--- config.mk ---
export PLATFORM = sky130hd
export DESIGN_NAME = jpeg_block_huffman_coder_unit_flat
export DESIGN_NICKNAME = d
export VERILOG_FILES = /design/src/design/jbhc_pkg.sv /design/src/design/jbhc_stream_if.sv /design/src/design/jpeg_block_huffman_coder_unit.sv /design/src/flat_wrapper.sv
export SDC_FILE = /design/constraint.sdc
export NUM_CORES = 1
export LEC_CHECK = 0
export BUFFER_PORTS_ARGS = -buffer_cell sky130_fd_sc_hd__buf_2
export CORE_ASPECT_RATIO = 1.75
export CORE_MARGIN = 5
export CORE_UTILIZATION = 45
export DETAILED_ROUTE_END_ITERATION = 16
export SYNTH_ARGS = -nofsm -noshare
export SYNTH_HDL_FRONTEND = slang
export SYNTH_SLANG_ARGS = --single-unit
--- constraint.sdc ---
create_clock -name clk -period 14.5 [get_ports clk]
set_clock_uncertainty 0.15 [all_clocks]
set_input_delay 0.725 -clock clk [delete_from_list [all_inputs] [get_ports clk]]
set_output_delay 0.725 -clock clk [all_outputs]
set_load 0.02 [all_outputs]
--- src/design/jbhc_pkg.sv ---
// ----------------------------------------------------------------------------
// jbhc_pkg: shared types and code tables of the block Huffman coder
// Holds the DC and AC luminance code tables and the channel payload types.
// ----------------------------------------------------------------------------
`default_nettype none
package jbhc_pkg;
	localparam int CoefWidth = 12;
	localparam int WordWidth = 27;
	localparam int LenWidth  = 5;
	localparam logic [5:0] LastPos = 6'd63;
	localparam logic [7:0] ZrlSym  = 8'hF0;
	localparam logic [7:0] EobSym  = 8'h00;

	typedef struct packed {
		logic signed [CoefWidth-1:0] coefficient;
	} in_item_t;

	typedef struct packed {
		logic [WordWidth-1:0] code_word;
		logic [LenWidth-1:0]  code_length;
		logic                 last;
	} out_item_t;

	typedef struct packed {
		logic [15:0] code;
		logic [4:0]  len;
	} huff_t;

	// Standard luminance DC table, indexed by category.
	function automatic huff_t dc_huff(input logic [3:0] s);
		huff_t h;
		h = '{code: 16'd0, len: 5'd0};
		case (s)
			4'd0:  h = '{16'h0000, 5'd2};
			4'd1:  h = '{16'h0002, 5'd3};
			4'd2:  h = '{16'h0003, 5'd3};
			4'd3:  h = '{16'h0004, 5'd3};
			4'd4:  h = '{16'h0005, 5'd3};
			4'd5:  h = '{16'h0006, 5'd3};
			4'd6:  h = '{16'h000E, 5'd4};
			4'd7:  h = '{16'h001E, 5'd5};
			4'd8:  h = '{16'h003E, 5'd6};
			4'd9:  h = '{16'h007E, 5'd7};
			4'd10: h = '{16'h00FE, 5'd8};
			4'd11: h = '{16'h01FE, 5'd9};
			default: h = '{16'h0000, 5'd0};
		endcase
		return h;
	endfunction

	// Standard luminance AC table built from its BITS/HUFFVAL lists.
	function automatic huff_t ac_huff(input logic [7:0] rs);
		logic [7:0] vals [162];
		logic [7:0] nbits [16];
		logic [15:0] c;
		int k;
		huff_t h;
		vals = '{8'h01,8'h02,8'h03,8'h00,8'h04,8'h11,8'h05,8'h12,8'h21,8'h31,
			8'h41,8'h06,8'h13,8'h51,8'h61,8'h07,8'h22,8'h71,8'h14,8'h32,8'h81,
			8'h91,8'hA1,8'h08,8'h23,8'h42,8'hB1,8'hC1,8'h15,8'h52,8'hD1,8'hF0,
			8'h24,8'h33,8'h62,8'h72,8'h82,8'h09,8'h0A,8'h16,8'h17,8'h18,8'h19,
			8'h1A,8'h25,8'h26,8'h27,8'h28,8'h29,8'h2A,8'h34,8'h35,8'h36,8'h37,
			8'h38,8'h39,8'h3A,8'h43,8'h44,8'h45,8'h46,8'h47,8'h48,8'h49,8'h4A,
			8'h53,8'h54,8'h55,8'h56,8'h57,8'h58,8'h59,8'h5A,8'h63,8'h64,8'h65,
			8'h66,8'h67,8'h68,8'h69,8'h6A,8'h73,8'h74,8'h75,8'h76,8'h77,8'h78,
			8'h79,8'h7A,8'h83,8'h84,8'h85,8'h86,8'h87,8'h88,8'h89,8'h8A,8'h92,
			8'h93,8'h94,8'h95,8'h96,8'h97,8'h98,8'h99,8'h9A,8'hA2,8'hA3,8'hA4,
			8'hA5,8'hA6,8'hA7,8'hA8,8'hA9,8'hAA,8'hB2,8'hB3,8'hB4,8'hB5,8'hB6,
			8'hB7,8'hB8,8'hB9,8'hBA,8'hC2,8'hC3,8'hC4,8'hC5,8'hC6,8'hC7,8'hC8,
			8'hC9,8'hCA,8'hD2,8'hD3,8'hD4,8'hD5,8'hD6,8'hD7,8'hD8,8'hD9,8'hDA,
			8'hE1,8'hE2,8'hE3,8'hE4,8'hE5,8'hE6,8'hE7,8'hE8,8'hE9,8'hEA,8'hF1,
			8'hF2,8'hF3,8'hF4,8'hF5,8'hF6,8'hF7,8'hF8,8'hF9,8'hFA};
		nbits = '{8'd0,8'd2,8'd1,8'd3,8'd3,8'd2,8'd4,8'd3,8'd5,8'd5,8'd4,8'd4,
			8'd0,8'd0,8'd1,8'd125};
		c = 16'd0;
		k = 0;
		h = '{code: 16'd0, len: 5'd0};
		for (int l = 1; l <= 16; l++) begin
			for (int i = 0; i < 125; i++) begin
				if (i < int'(nbits[l-1]) && k < 162) begin
					if (vals[k] == rs) begin
						h.code = c;
						h.len  = 5'(l);
					end
					c = c + 16'd1;
					k = k + 1;
				end
			end
			c = c << 1;
		end
		return h;
	endfunction

	// Magnitude category of a value no wider than 11 bits.
	function automatic logic [3:0] category(input logic [10:0] m);
		logic [3:0] s;
		s = 4'd0;
		for (int i = 0; i < 11; i++) begin
			if (m[i]) s = 4'(i + 1);
		end
		return s;
	endfunction
endpackage
`default_nettype wire

--- src/design/jbhc_stream_if.sv ---
// ----------------------------------------------------------------------------
// jbhc_stream_if: valid/ready channel
// Carries one payload of type T under a valid/ready handshake.
// ----------------------------------------------------------------------------
`default_nettype none
interface jbhc_stream_if #(parameter type T = logic);
	logic valid;
	logic ready;
	T     data;
	modport source (output valid, output data, input ready);
	modport sink   (input valid, input data, output ready);
endinterface
`default_nettype wire

--- src/design/jpeg_block_huffman_coder_unit.sv ---
// ----------------------------------------------------------------------------
// jpeg_block_huffman_coder_unit: run-length and Huffman coder for one block
// Codes zig-zag ordered quantized coefficients into code words with lengths.
// ----------------------------------------------------------------------------
//  channel  | dir | payload
//  ---------+-----+--------------------------------------------
//  in_ch    | in  | coefficient (12 bit signed)
//  out_ch   | out | code_word (27), code_length (5), last (1)
//
// One coefficient per cycle enters an input register unless results hold it;
// the coding logic up to the output register is combinational. An item
// with k results holds the input register until all k are taken (up to
// four: three ZRL codes and one AC code); AC zeros before the last position
// give none. Reset clears position, run count and both valid flags. A stall
// on the output holds the output register and a result-giving item behind it.
`default_nettype none
module jpeg_block_huffman_coder_unit (
	input  wire logic clk,
	input  wire logic arst_n,
	jbhc_stream_if.sink   in_ch,
	jbhc_stream_if.source out_ch
);
	import jbhc_pkg::*;

	logic                        vld_s1;
	logic signed [CoefWidth-1:0] coef_s1;
	logic [5:0]                  pos_q;
	logic [5:0]                  run_q;
	logic                        vld_s2;
	out_item_t                   res_s2;

	logic       out_free;
	logic       take_res;
	logic       done_item;
	logic       has_res;
	logic       is_zrl;
	logic [5:0] run_next;
	logic [5:0] pos_next;
	out_item_t  res_d;

	logic [10:0] mag;
	logic [3:0]  cat;
	logic [10:0] extra;
	logic        is_dc;
	logic        is_zero;
	huff_t       hc;
	logic [4:0]  cat_len;
	logic signed [CoefWidth-1:0] sat;

	assign out_free = !vld_s2 || out_ch.ready;

	// Saturate: DC to +-2047, AC to +-1023.
	always_comb begin
		is_dc   = (pos_q == 6'd0);
		is_zero = (coef_s1 == '0);
		sat     = coef_s1;
		if (is_dc) begin
			if (coef_s1 == -12'sd2048) sat = -12'sd2047;
		end else begin
			if (coef_s1 > 12'sd1023)  sat = 12'sd1023;
			if (coef_s1 < -12'sd1023) sat = -12'sd1023;
		end
		mag   = sat[CoefWidth-1] ? 11'(-sat) : sat[10:0];
		cat   = category(mag);
		extra = sat[CoefWidth-1] ? 11'(sat - 12'sd1) : sat[10:0];
		extra = extra & 11'((12'd1 << cat) - 12'd1);
	end

	// Pick the code for the current step of the item in the input register.
	always_comb begin
		is_zrl   = 1'b0;
		has_res  = 1'b1;
		run_next = 6'd0;
		pos_next = (pos_q == LastPos) ? 6'd0 : pos_q + 6'd1;
		cat_len  = 5'(cat);
		hc       = dc_huff(cat);
		if (is_dc) begin
			hc = dc_huff(cat);
		end else if (is_zero) begin
			cat_len = 5'd0;
			hc      = ac_huff(EobSym);
			has_res = (pos_q == LastPos);
			run_next = (pos_q == LastPos) ? 6'd0 : run_q + 6'd1;
		end else if (run_q > 6'd15) begin
			is_zrl  = 1'b1;
			cat_len = 5'd0;
			hc      = ac_huff(ZrlSym);
		end else begin
			hc = ac_huff({run_q[3:0], cat});
		end
		res_d.code_word   = 27'({11'd0, hc.code} << cat_len)
			| (cat_len == 5'd0 ? 27'd0 : 27'(extra));
		res_d.code_length = hc.len + cat_len;
		res_d.last        = !is_zrl;
	end

	assign take_res  = vld_s1 && has_res && out_free;
	assign done_item = vld_s1 && (has_res ? (out_free && !is_zrl) : 1'b1);
	assign in_ch.ready = !vld_s1 || done_item;

	always_ff @(posedge clk or negedge arst_n) begin
		if (!arst_n) begin
			vld_s1 <= 1'b0;
			pos_q  <= 6'd0;
			run_q  <= 6'd0;
		end else begin
			// Drain ZRL codes one per cycle while the output takes them; subtract 16 from the run.
			if (take_res && is_zrl) run_q <= run_q - 6'd16;
			if (done_item) begin
				pos_q <= pos_next;
				run_q <= run_next;
			end
			if (in_ch.ready) vld_s1 <= in_ch.valid;
		end
	end

	always_ff @(posedge clk) begin
		if (in_ch.valid && in_ch.ready) coef_s1 <= in_ch.data.coefficient;
	end

	always_ff @(posedge clk or negedge arst_n) begin
		if (!arst_n) begin
			vld_s2 <= 1'b0;
		end else if (out_free) begin
			vld_s2 <= take_res;
		end
	end

	always_ff @(posedge clk) begin
		if (take_res) res_s2 <= res_d;
	end

	assign out_ch.valid = vld_s2;
	assign out_ch.data  = res_s2;

	a_run_bounded: assert property (@(posedge clk) disable iff (!arst_n)
		run_q <= 6'd62) else $error("zero run past block end");
	a_zrl_not_last: assert property (@(posedge clk) disable iff (!arst_n)
		take_res && is_zrl |=> vld_s2 && !res_s2.last) else $error("ZRL marked last");
	a_block_wrap: assert property (@(posedge clk) disable iff (!arst_n)
		done_item && pos_q == LastPos |=> pos_q == 6'd0 && run_q == 6'd0)
		else $error("block did not wrap");
	a_len_nonzero: assert property (@(posedge clk) disable iff (!arst_n)
		vld_s2 |-> res_s2.code_length != 5'd0) else $error("empty code");
endmodule
`default_nettype wire

--- src/flat_wrapper.sv ---
// flat-port wrapper written by rule: the top's interface ports become plain ports
module jpeg_block_huffman_coder_unit_flat import jbhc_pkg::*;
  (clk, arst_n, in_ch_valid, in_ch_data, in_ch_ready, out_ch_valid, out_ch_data, out_ch_ready);
  jbhc_stream_if #(.T(in_item_t)) in_ch_i ();
  jbhc_stream_if #(.T(out_item_t)) out_ch_i ();
  input  wire logic clk;
  input  wire logic arst_n;
  input wire logic [$bits(in_ch_i.valid)-1:0] in_ch_valid;
  input wire logic [$bits(in_ch_i.data)-1:0] in_ch_data;
  output wire logic [$bits(in_ch_i.ready)-1:0] in_ch_ready;
  output wire logic [$bits(out_ch_i.valid)-1:0] out_ch_valid;
  output wire logic [$bits(out_ch_i.data)-1:0] out_ch_data;
  input wire logic [$bits(out_ch_i.ready)-1:0] out_ch_ready;
  assign in_ch_i.valid = in_ch_valid;
  assign in_ch_i.data = in_ch_data;
  assign in_ch_ready = in_ch_i.ready;
  assign out_ch_valid = out_ch_i.valid;
  assign out_ch_data = out_ch_i.data;
  assign out_ch_i.ready = out_ch_ready;
  jpeg_block_huffman_coder_unit u_core (.clk(clk), .arst_n(arst_n), .in_ch(in_ch_i), .out_ch(out_ch_i));
endmodule
==> impl_results.md <==
- Outcome: finished, final reports clean
- Final period util: 67.6%
- Max frequency: 102 MHz
- Async SR Flop Fraction: 23.7%
- Synth Register Bits: 59
- Cell variety after synth: 108
- CTS Root Cell: clkbuf_16
- Wire length of the first global-routing pass: 67.0 mm
- Unrepaired setup endpoints after global routing: no
- Setup bufs post-CTS: 0
- CP delay by family, top: compound AO/OA/AOI/OAI gates
- Placer Congestion: 1.06
- Arrival time worst endpoint: 9.74 ns
- Clk pin slew, worst setup/hold paths: 0.06 ns
- Drt first pass iters: 7
- Hold buffers post-CTS: 0
- Post-placement cell count: 1442
- Largest area contributor in the netlist: edfxtp_1
- Post-synth EDFFs: 45
- Max-slew violation count: 0
- Largest net degree at the start of global routing: 48
- Die Span X: 115 um
- Layout Cells excl Fill: 1458
- Min-Delay Path Class: primary input to async pin
- Residual DRC: 0
- Vias: 11100
- Largest cells by area after synthesis: edfxtp_1 (16%), nand2_1 (6.0%), a21oi_1 (5.2%)
- P&R area growth vs syn: 7.01%
- R2R Setup Slk: 4.70 ns
- Post-DR wirelength/cell: 31.0 um
- Sequential element share of the synthesized area: 19.5%
- Total die area: 22400 sq um
- Worst skew pair latency: 0.35 ns
- Top cell type's share of synthesized area: 15.5%
- Row count: 67
- Routed WL: 45.2 mm
- Minimum clock period: 9.80 ns
- Initial Utilization: 45.6%
- Power density cells: 303 nW/um^2
- Layout cells sized above 1: 12.6%
- Port Buf Inserts: 50
- Die height: 194 um
- Post-CTS sizing: 0
- FF-to-FF Start: u_core.coef_s1[0]
- Reg2Reg Depth: 28
- Worst slew pin tran: 1.27 ns
- Final setup fails: 0
- Req. time, crit path: 14.44 ns
- Max-cap violations: 0
- Lkg Pwr: 0.00336 uW
- Gr usage total: 39.7%
- Vias in the first global route: 10700
- Avg Vias per Cell: 7.58
- Cts bufs inserted: 9
- CTS Buffer Depth: 2
- Clock Sinks: 59
- Final hold vios: 0
- DP Wirelength: 33.0 mm
- Yosys warnings: 0
- Post-synthesis instance total: 1226
- Sum Neg Setup Slack: 0 ns
- Crit path buffers/inverters: 5
- CP peak stage delay: 0.70 ns
- Setup crit start kind: flip-flop
- # IOs: 51
- WS Path Type: flip-flop to flip-flop
- Max-slew headroom: 15.2%
- Htree depth: 3
- Instance count on the critical path: 28
- Core area: 19100 sq um
- Synth Cell Area: 8720 sq um
- Slowest stage cell on the critical path: or4_1
- Critical Path Sink Type: flip-flop
- VDD IR max: 166 uV
- Nets: 1247
- Diode count: 0
- CTS tree: done
- Leading register cell type out of synthesis: edfxtp_1
- Most common cell on crit path: inv_1
- Initial DRC count: 1792
- Syn avg cell area: 7.11 sq um
- Critical path origin: u_core.coef_s1[0]
- Post-route ant nets: 0
- Layout Utilization: 48.8%
- Syn nets: 1261
- Critical Path Fanout Max: 47
- Initial antenna violation count: 0
- Remaining Overflow, GRT: 0
[synthesized netlist by cell type (all sizes together) (11+ instances only)]
cell	count
nand2	140
nor2	123
o21ai	109
a21oi	92
clkbuf	75
nor3	54
nand3	47
edfxtp	45
buf	35
o211ai	30
inv	29
o22ai	26
a211oi	23
o31ai	22
nand4	20
ha	18
a22oi	17
a31oi	17
nor4	17
and2	15
dfrtp	14
o21a	14
a21o	13
mux2i	12
o221ai	12
and3	11
o2111ai	11
[state kept, by name (all words and copies together), names as in the netlist]
name and cells:
u_core.out_ch.valid 1, u_core.run_q 6, u_core.out_ch.data 33, u_core.coef_s1 12, u_core.pos_q 6, u_core.vld_s1 1
[where the power goes]
group / internal [uW] / switching (uW)
clock: 124 / 77.0
combinational: 625 / 1650
sequential: 305 / 44.9
[metrics by stage]
stage          hold slack [ns]  power (uW)  cell area (sq um)  setup WS (ns)
2_1_floorplan            0.279        1820               8720           7.43
3_3_place_gp             0.310        2510               9050           5.23
3_5_place_dp             0.318        2510               9050           5.09
4_1_cts                  0.124        2720               9330           5.07
5_1_grt                  0.143        2950               9330           4.39
6_report                 0.123        2830               9330           4.70
[final cells by class]
| type | instances | area (sq um) |
|---|---|---|
| fill | 1996 | 9790 |
| multi-input combinational | 1025 | 6420 |
| sequential | 59 | 1700 |
| timing repair buffer | 85 | 513 |
| tap | 241 | 302 |
| clock buffer | 13 | 260 |
| inverter | 32 | 120 |
| clock inverter | 3 | 13.8 |
[kinds of logic after synthesis]
group,Yosys count,synth area share (%)
mux,17,2.02
other cells,1,0.0430
fa+ha+maj,21,3.04
buf+inv,142,7.15
flops,59,19.5
xor+xnor,14,1.41
simple gates,485,27.7
compound gates,487,39.1
[routing by layer]
| layer | wire, um | GRT usage, % | vias to the layer above | part of all wire [%] |
|---|---|---|---|---|
| li1 | - | - | 4712 | - |
| met1 | 15000 | 44.3 | 5118 | 33 |
| met2 | 20900 | 63.1 | 897 | 46 |
| met3 | 4360 | 8.15 | 324 | 9.6 |
| met4 | 4940 | 33.5 | 0 | 11 |
| met5 | 0 | 0 | - | 0 |
[placed cells by master, fill, tap and decap left out, types with 16 or more instances in the layout]
master,instances
a22oi_1,17
a211oi_1,20
inv_1,28
nor3_1,52
o211ai_1,30
nand4_1,20
nand3_1,47
o21ai_0,83
buf_2,50
buf_4,35
o31ai_1,18
a31oi_1,16
o22ai_1,25
a21oi_1,90
nor2_1,117
edfxtp_1,45
ha_1,18
nand2_1,140
o21ai_1,22
[path summary, 6_finish.rpt]
check	end
min in group clk	u_core.run_q[4]
setup reg to reg	u_core.out_ch.data[5]
hold / removal	u_core.pos_q[5]
setup / recovery	u_core.out_ch.data[5]
hold reg to reg	u_core.run_q[4]
max in group asynchronous	u_core.pos_q[3]
Power figures use the tool's default switching activity.
